$ cat config.mk
export PLATFORM = sky130hd
export DESIGN_NAME = rfd_sqrt
export DESIGN_NICKNAME = d
export VERILOG_FILES = /design/src/hw/rtl/assert_macros.svh /design/src/hw/rtl/rfd_pkg.sv /design/src/hw/rtl/rfd_sqrt.sv
export SDC_FILE = /design/constraint.sdc
export NUM_CORES = 2
export LEC_CHECK = 0
export ABC_AREA = 1
export BUFFER_PORTS_ARGS = -buffer_cell sky130_fd_sc_hd__buf_2
export CORE_ASPECT_RATIO = 0.6
export CORE_MARGIN = 4
export CORE_UTILIZATION = 35
export DETAILED_ROUTE_END_ITERATION = 16
export PLACE_DENSITY = 0.57
export RECOVER_POWER = 25
export SLEW_MARGIN = 25
export SYNTH_ARGS = -nofsm -noshare
export SYNTH_HDL_FRONTEND = slang
export SYNTH_SLANG_ARGS = --single-unit
export TNS_END_PERCENT = 30
$ cat constraint.sdc
create_clock -name i_clk -period 17.5 [get_ports i_clk]
set_input_delay 1.75 -clock i_clk [delete_from_list [all_inputs] [get_ports i_clk]]
set_output_delay 1.75 -clock i_clk [all_outputs]
set_load 0.005 [all_outputs]
$ cat src/hw/rtl/assert_macros.svh
// assertion macros shared by the rtl files
// no dependencies; define ASSERT_OFF to compile them away
`ifndef ASSERT_MACROS_SVH
`define ASSERT_MACROS_SVH
`ifndef ASSERT_OFF
// checked only while out of reset
`define RFD_ASSERT(lbl, clk, rstn, prop) \
    lbl: assert property (@(posedge clk) disable iff (!rstn) (prop)) else $error("rfd check failed");
// checked at every edge, reset included
`define RFD_ASSERT_ALWAYS(lbl, clk, prop) \
    lbl: assert property (@(posedge clk) (prop)) else $error("rfd check failed");
`else
`define RFD_ASSERT(lbl, clk, rstn, prop)
`define RFD_ASSERT_ALWAYS(lbl, clk, prop)
`endif
`endif

$ cat src/hw/rtl/rfd_pkg.sv
// widths, types and constants of the refraction pipeline
// no dependencies
`default_nettype none
package rfd_pkg;
    localparam int COMP_W    = 16;
    localparam int FRAC_W    = COMP_W - 2;
    localparam int ETA_W     = 16;
    localparam int ETA_FRAC  = 13;
    localparam int ETA2_FRAC = 2 * ETA_FRAC;
    localparam int PROD_W    = 2 * COMP_W;
    localparam int SUM_W     = PROD_W + 1;
    localparam int CI_W      = SUM_W - FRAC_W;
    localparam int EC_W      = ETA_W + 1 + CI_W;
    localparam int ETA2_W    = 2 * ETA_W;
    localparam int S2I_W     = FRAC_W + 1;
    localparam int S2P_W     = ETA2_W + S2I_W;
    localparam int S2T_W     = S2P_W - ETA2_FRAC;
    localparam int SQ_W      = 2 * FRAC_W + 2;
    localparam int SQ_STEPS  = FRAC_W + 1;
    localparam int CT_W      = FRAC_W + 1;
    localparam int SC_W      = EC_W - ETA_FRAC + 1;
    localparam int NP_W      = ETA_W + 1 + COMP_W + 1;
    localparam int T1_W      = NP_W - ETA_FRAC;
    localparam int T2P_W     = SC_W + COMP_W;
    localparam int T2_W      = T2P_W - FRAC_W;
    localparam int DS_W      = T2_W + 1;

    localparam logic [FRAC_W:0] FIX_ONE = {1'b1, {FRAC_W{1'b0}}};

    typedef logic signed [COMP_W-1:0] t_comp;
    typedef t_comp [2:0] t_vec;

    typedef struct packed {
        t_comp             out_x;
        t_comp             out_y;
        t_comp             out_z;
        t_comp             normal_x;
        t_comp             normal_y;
        t_comp             normal_z;
        logic [ETA_W-1:0]  index_ratio;
    } t_in;

    typedef struct packed {
        t_comp dir_x;
        t_comp dir_y;
        t_comp dir_z;
        logic  transmitted;
    } t_out;

    typedef struct packed {
        t_vec             wo;
        t_vec             nv;
        logic [ETA_W-1:0] eta;
    } t_carry;

    typedef struct packed {
        t_carry                  c;
        logic signed [EC_W-1:0]  ec;
        logic                    tir;
        logic [SQ_W-1:0]         rad;
    } t_mid;

    typedef struct packed {
        t_carry                  c;
        logic signed [EC_W-1:0]  ec;
        logic                    tir;
        logic [CT_W-1:0]         cos_t;
    } t_root;
endpackage
`default_nettype wire

$ cat src/hw/rtl/rfd_sqrt.sv
// pipelined integer square root, one result bit per stage
// depends on rfd_pkg
`default_nettype none
module rfd_sqrt (
    input  logic            i_clk,
    input  logic            i_rst_n,
    input  logic            i_valid,
    output logic            o_ready,
    input  rfd_pkg::t_mid   i_data,
    output logic            o_valid,
    input  logic            i_ready,
    output rfd_pkg::t_root  o_data
);
    import rfd_pkg::*;

    typedef struct packed {
        t_carry                  c;
        logic signed [EC_W-1:0]  ec;
        logic                    tir;
        logic [SQ_W-1:0]         rem;
        logic [SQ_W-1:0]         res;
    } t_sqs;

    logic [SQ_STEPS-1:0] r_v;
    logic [SQ_STEPS:0]   en;
    t_sqs                w_src [SQ_STEPS];
    t_sqs                n_st  [SQ_STEPS];
    t_sqs                r_st  [SQ_STEPS];

    always_comb begin
        en[SQ_STEPS] = i_ready;
        for (int s = SQ_STEPS - 1; s >= 0; s--) begin
            en[s] = !r_v[s] || en[s+1];
        end
    end

    always_ff @(posedge i_clk) begin
        if (!i_rst_n) begin
            r_v <= '0;
        end else begin
            if (en[0]) begin
                r_v[0] <= i_valid;
            end
            for (int s = 1; s < SQ_STEPS; s++) begin
                if (en[s]) begin
                    r_v[s] <= r_v[s-1];
                end
            end
        end
    end

    always_comb begin
        w_src[0].c   = i_data.c;
        w_src[0].ec  = i_data.ec;
        w_src[0].tir = i_data.tir;
        w_src[0].rem = i_data.rad;
        w_src[0].res = '0;
    end

    for (genvar k = 0; k < SQ_STEPS; k++) begin : g_step
        localparam logic [SQ_W-1:0] BIT = SQ_W'(1) << (2 * (FRAC_W - k));
        logic [SQ_W-1:0] trial;

        if (k > 0) begin : g_link
            assign w_src[k] = r_st[k-1];
        end

        assign trial = w_src[k].res + BIT;

        always_comb begin
            n_st[k] = w_src[k];
            if (w_src[k].rem >= trial) begin
                n_st[k].rem = w_src[k].rem - trial;
                n_st[k].res = (w_src[k].res >> 1) + BIT;
            end else begin
                n_st[k].res = w_src[k].res >> 1;
            end
        end

        always_ff @(posedge i_clk) begin
            if (en[k]) begin
                r_st[k] <= n_st[k];
            end
        end
    end

    assign o_ready      = en[0];
    assign o_valid      = r_v[SQ_STEPS-1];
    assign o_data.c     = r_st[SQ_STEPS-1].c;
    assign o_data.ec    = r_st[SQ_STEPS-1].ec;
    assign o_data.tir   = r_st[SQ_STEPS-1].tir;
    assign o_data.cos_t = r_st[SQ_STEPS-1].res[CT_W-1:0];
endmodule
`default_nettype wire

# After elaboration in Yosys (flattened, before gate mapping)
# Memory sizes are Yosys's and may differ from the RTL's.
# Index checks and enable logic that the tools add are counted.
[op_classes]
n_addsub = 43
order_cmp = 15
n_mux = 60
n_reduce_logical = 30
[op_table]
columns = ["cell", "count"]
rows = [
  ["$mux W30", 29],
  ["$ge A30 B30 Y1", 14],
  ["$sub A30 B30 Y30", 14],
  ["$add A29 B1 Y30 const B", 1],
  ["$add A29 B11 Y30 const B", 1],
  ["$add A29 B13 Y30 const B", 1],
  ["$add A29 B15 Y30 const B", 1],
  ["$add A29 B17 Y30 const B", 1],
  ["$add A29 B19 Y30 const B", 1],
  ["$add A29 B21 Y30 const B", 1],
  ["$add A29 B23 Y30 const B", 1],
  ["$add A29 B25 Y30 const B", 1],
  ["$add A29 B27 Y30 const B", 1],
  ["$add A29 B3 Y30 const B", 1],
  ["$add A29 B5 Y30 const B", 1],
  ["$add A29 B7 Y30 const B", 1],
  ["$add A29 B9 Y30 const B", 1],
  ["$add A30 B1 Y30 const B", 1],
  ["$add A30 B11 Y30 const B", 1],
  ["$add A30 B13 Y30 const B", 1],
  ["$add A30 B15 Y30 const B", 1],
  ["$add A30 B17 Y30 const B", 1],
  ["$add A30 B19 Y30 const B", 1],
  ["$add A30 B21 Y30 const B", 1],
  ["13 further kinds", 70],
]
[totals]
ff_bits = 15
ram_bits = 3135
in_bits = 183
out_inout_bits = 166
elab_cells = 164
n_memories = 1
[memory_table]
columns = ["memory", "depth", "width", "rd", "rd_clocked_by_memory_dff", "wr", "line_no", "text"]
rows = [
  ["r_st", 15, 209, 15, 0, 15, "rfd_sqrt.sv:28", "t_sqs r_st [SQ_STEPS];"],
]

# Logic depth before layout (Yosys ltp)
[depth]
ltp_word = 18
ltp_mapped = 14
mapped_depth_nobuf = 13

# Least setup slack after synthesis
# Ideal clock, no wire load.
[synth_timing]
path_kind = "input to output"
from = "input port i_ready"
to = "output port o_ready"
arrival_time_ps = 14745
t_required_ps = 15750
path_slack_ps = 1005
path_stages = 8
path_buffers = 0
path_cell_list = "inv_1 > nand4_2 > nor2_4 > nand4_4 > nor2_4 > nand4_4 > nor2_4 > nand4_2"
[synth_via]
elab_chain_len = 15
[synth_rtl]
columns = ["item", "line_no", "text"]
rows = [
  ["from (decl)", "rfd_sqrt.sv:11", "input logic i_ready,"],
  ["$logic_or A1 B1 Y1 (3 in a row)", "rfd_sqrt.sv:33", "en[s] = !r_v[s] || en[s+1];"],
  ["named net en[12]", "rfd_sqrt.sv:25", "logic [SQ_STEPS:0] en;"],
  ["$logic_or A1 B1 Y1 (4 in a row)", "rfd_sqrt.sv:33", ""],
  ["named net en[8]", "rfd_sqrt.sv:25", ""],
  ["$logic_or A1 B1 Y1 (4 in a row)", "rfd_sqrt.sv:33", ""],
  ["named net en[4]", "rfd_sqrt.sv:25", ""],
  ["$logic_or A1 B1 Y1 (4 in a row)", "rfd_sqrt.sv:33", ""],
  ["to (decl)", "rfd_sqrt.sv:8", "output logic o_ready,"],
]
# The timed path passes the listed nets, and every way through them passes these cells.

# Final worst setup path
# Same ends and word-level chain as after synthesis.

==> results.md <==
- status: finished, final reports clean
- min Tclk post-route: 8990 ps
- cell depth of the worst hold path: 0
- ratio of routed vias to standard cells: 4.44
- slew at the pin closest to its max-slew limit: 1120 ps
- Simple-Gate Fraction of Synth Area: 4.89%
- detailed-placement wirelength estimate: 118000 um
- most crowded layer after global routing: met2
- router iterations before antenna repair: 8
- fill cell total of the finished layout: 24100
- biggest area consumer among synthesized cells: edfxtp_1
- Reg2Reg Depth: 9
- Worst Setup Slack, final: 8510 ps
- number of cells in the design after placement: 8914
- sequential cell area fraction in the yosys report: 86.7%
- Final Wtd Congestion: 0.876
- H-Tree Level Count: 5
- vertical die dimension: 415 um
- count of unresolved DRC violations after routing: 0
- power per cell area: 144 nW/um^2
- Clock Sinks: 2790
- GRT Resource Usage Total: 12.3%
- maximum buffer depth of the clock tree: 4
- clock-pin slew of the registers on the worst-case setup and hold paths: 60 ps
- x dimension of the die: 686 um
- number of nets at the end of the flow: 5832
- number of hold buffers added after CTS: 0
- Post-Syn Area per Cell: 19.1 sq um
- setup repair after global routing missed its margin: no
- Synth Instances: 5046
- global-route met1 utilization: 18.0%
- startpoint kind of the worst setup timing path: input pin
- Final Cycle Share: 51.4%
- die area: 284000 sq um
- number of warnings issued by yosys: 0
- count of buffers from port buffering: 348
- Placement Setup Slack: 8370 ps
- floorplan row count: 148
- per-cell routed wire length: 18.9 um
- arrival time of data at the critical path endpoint: 7240 ps
- number of nets with antenna violations after detailed routing: 0
- fraction of layout cells with a size suffix above 1: 16.1%
- initial antenna violation count: 20
- reg2reg setup slack: 10730 ps
- portion of synthesized cell area occupied by the leading cell type: 86.4%
- endpoint of the worst hold path: r_st[0][1409]$_DFFE_PP_
- Synth Cell Area: 96400 sq um
- final max-slew violation count: 0
- Crit Reg-Reg Endpoint: r_st[0][92]$_DFFE_PP_
- Max Clock Skew: 62.1 ps
- placeable core area: 273000 sq um
- required time at the endpoint of the critical path: 15750 ps
- met2 Track Usage GR: 18.9%
- global-route track usage on met3: 2.51%
- io pins: 349
- buffers inserted during post-CTS setup optimization: 0
- combinational family with the most area after synthesis: simple AND/OR/NAND/NOR gates
- via count of the first global-routing pass: 42200
- Total Routed Length: 178000 um
- hold_sp: r_st[0][1200]$_DFFE_PP_
- net count after synthesis: 5360
- final-report hold violation count: 0
- Post-Route Setup TNS: 0 ps
- Max Fanout on Critical Path: 49
- multiplexer fraction of the synthesized cell area: 0%
- max-cap violation count: 0
- TritonCTS clock tree: yes
- number of distinct standard cells referenced by the synthesized netlist: 66
- initial cell density of the core: 35.4%
- clock latency on the worst-skew pair: 820 ps
- Slew HR: 24.6%
- Finish-stage setup viols: 0
- vias: 41700
- number of buffers created by CTS: 272
- fraction of the mapped netlist area in compound gates: 2.50%
- maximum ir drop on the vdd rail: 0.0000743 V
- first-pass GRT wire length: 268000 um
- Overflow after GRT: 0
- reg-to-reg critical path startpoint: r_v[14]$_SDFFE_PN0P_
- clock root buffer master: clkbuf_16
- leakage dissipation: 41.4 nW
- largest net degree at the start of global routing: 157
- Finished Layout Cells: 9399
- upper clock frequency limit: 111 MHz
- parity-gate share of the synthesized area counting xor and xnor cells: 1.25%
- Adder-Cell Fraction of Synth Area: 1.70%
- Synth-to-Final Area Change: 14.8%
- type of element capturing the critical path: primary output
- DRT iter0 DRCs: 3275
- synthesis-stage register bit count: 2790
- largest cells by area after synthesis: edfxtp_1, nand2_1, ha_1
- Resized Gates After CTS: 0
- critical path type: input pin to primary output
- worst hold-check path type: flop to flop
## sequential cells by signal (all words and copies together), names as in the netlist
register  count
r_v          15
r_st       2775
## synth_stat cells (all sizes together)
cell,instances
nand3b,10
nand4,52
nor3b,3
a21o,6
a311oi,2
a31oi,11
a2111oi,1
nor3,47
o211ai,8
and2,2
nand3,95
xor2,80
nand2b,1
buf,185
o21ai,174
o2111ai,6
dfxtp,15
ha,131
a21oi,155
nor4b,4
nor4,45
xnor2,58
or3,1
a211oi,3
o311ai,1
and3b,1
nor2,272
o221ai,1
nand2,465
and3,5
inv,374
o21bai,8
or2,36
o31ai,1
edfxtp,2775
a21boi,7
o21a,5
## metrics by stage
stage	area (sq um)	util, %	power, mW	hold slack [ps]
2_1_floorplan	96400	-	9.68	400
3_3_place_gp	102000	37.3	10.3	400
3_5_place_dp	102000	37.3	10.3	405
4_1_cts	111000	40.6	16.1	367
5_1_grt	111000	40.6	16.7	371
6_report	111000	40.6	15.9	368
## per-layer routing
layer	wire [um]	part of all wire, %
met5	73	0.041
met4	4230	2.4
met3	9170	5.1
met2	80700	45
met1	83900	47
## worst max-delay path by stage
stage / startpoint / to / slack (ps)
final: i_ready / o_ready / 8510
after global routing: i_ready / o_ready / 8060
after CTS: i_ready / o_ready / 8340
after detailed placement: i_ready / o_ready / 8370
after global placement: i_ready / o_ready / 8460
after floorplan: i_ready / o_ready / 1000
## area by class of cell
| type | instances | area, sq um | share of cell area (%) |
|---|---|---|---|
| diodes | 9 | 22.5 | 0.0203 |
| clock buffers | 327 | 7160 | 6.47 |
| clock inverters | 144 | 1620 | 1.46 |
| inverters | 374 | 1440 | 1.30 |
| multi-input cells | 1697 | 10100 | 9.10 |
| flip-flops and latches | 2790 | 83600 | 75.5 |
| well taps | 3675 | 4600 | 4.15 |
| repair buffers | 383 | 2160 | 1.95 |
## placed cells by master, fill, tap and decap left out, types with 46 or more instances in the layout
| cell | netlist | layout |
|---|---|---|
| xnor2_1 | 58 | 58 |
| edfxtp_1 | 2775 | 2775 |
| o21ai_0 | 92 | 92 |
| xor2_1 | 80 | 80 |
| nand4_1 | 48 | 48 |
| nor3_1 | 46 | 46 |
| a21oi_1 | 134 | 134 |
| ha_1 | 131 | 131 |
| nand3_1 | 91 | 88 |
| inv_1 | 363 | 360 |
| clkbuf_16 | 0 | 278 |
| nand2_1 | 452 | 448 |
| nor2_1 | 259 | 259 |
| buf_2 | 3 | 348 |
| clkinv_1 | 0 | 50 |
| clkbuf_1 | 0 | 47 |
## critical path, cell delays in order
cell and delay [ps]:
buf_2 100, inv_1 190, nand4_4 750, nor2_4 610, nand4_4 800, nor2_4 650
nand4_4 630, nor2_4 540, nand4_4 730, buf_2 420
## report_power, final
part	internal [mW]	total (mW)	switching [mW]	leakage, nW
Combinational	0.648	1.73	1.08	7.79
Sequential	8.06	8.45	0.384	29.3
Clock	3.39	5.77	2.38	4.27
## kinds of logic after synthesis
group	Yosys count
AOI/OAI and AO/OA	389
xor gates and xnor gates	138
adders and majority gates	131
buffers and inverters	559
DFF	2790
and+or+nand+nor	1039
Power figures use the tool's default switching activity.
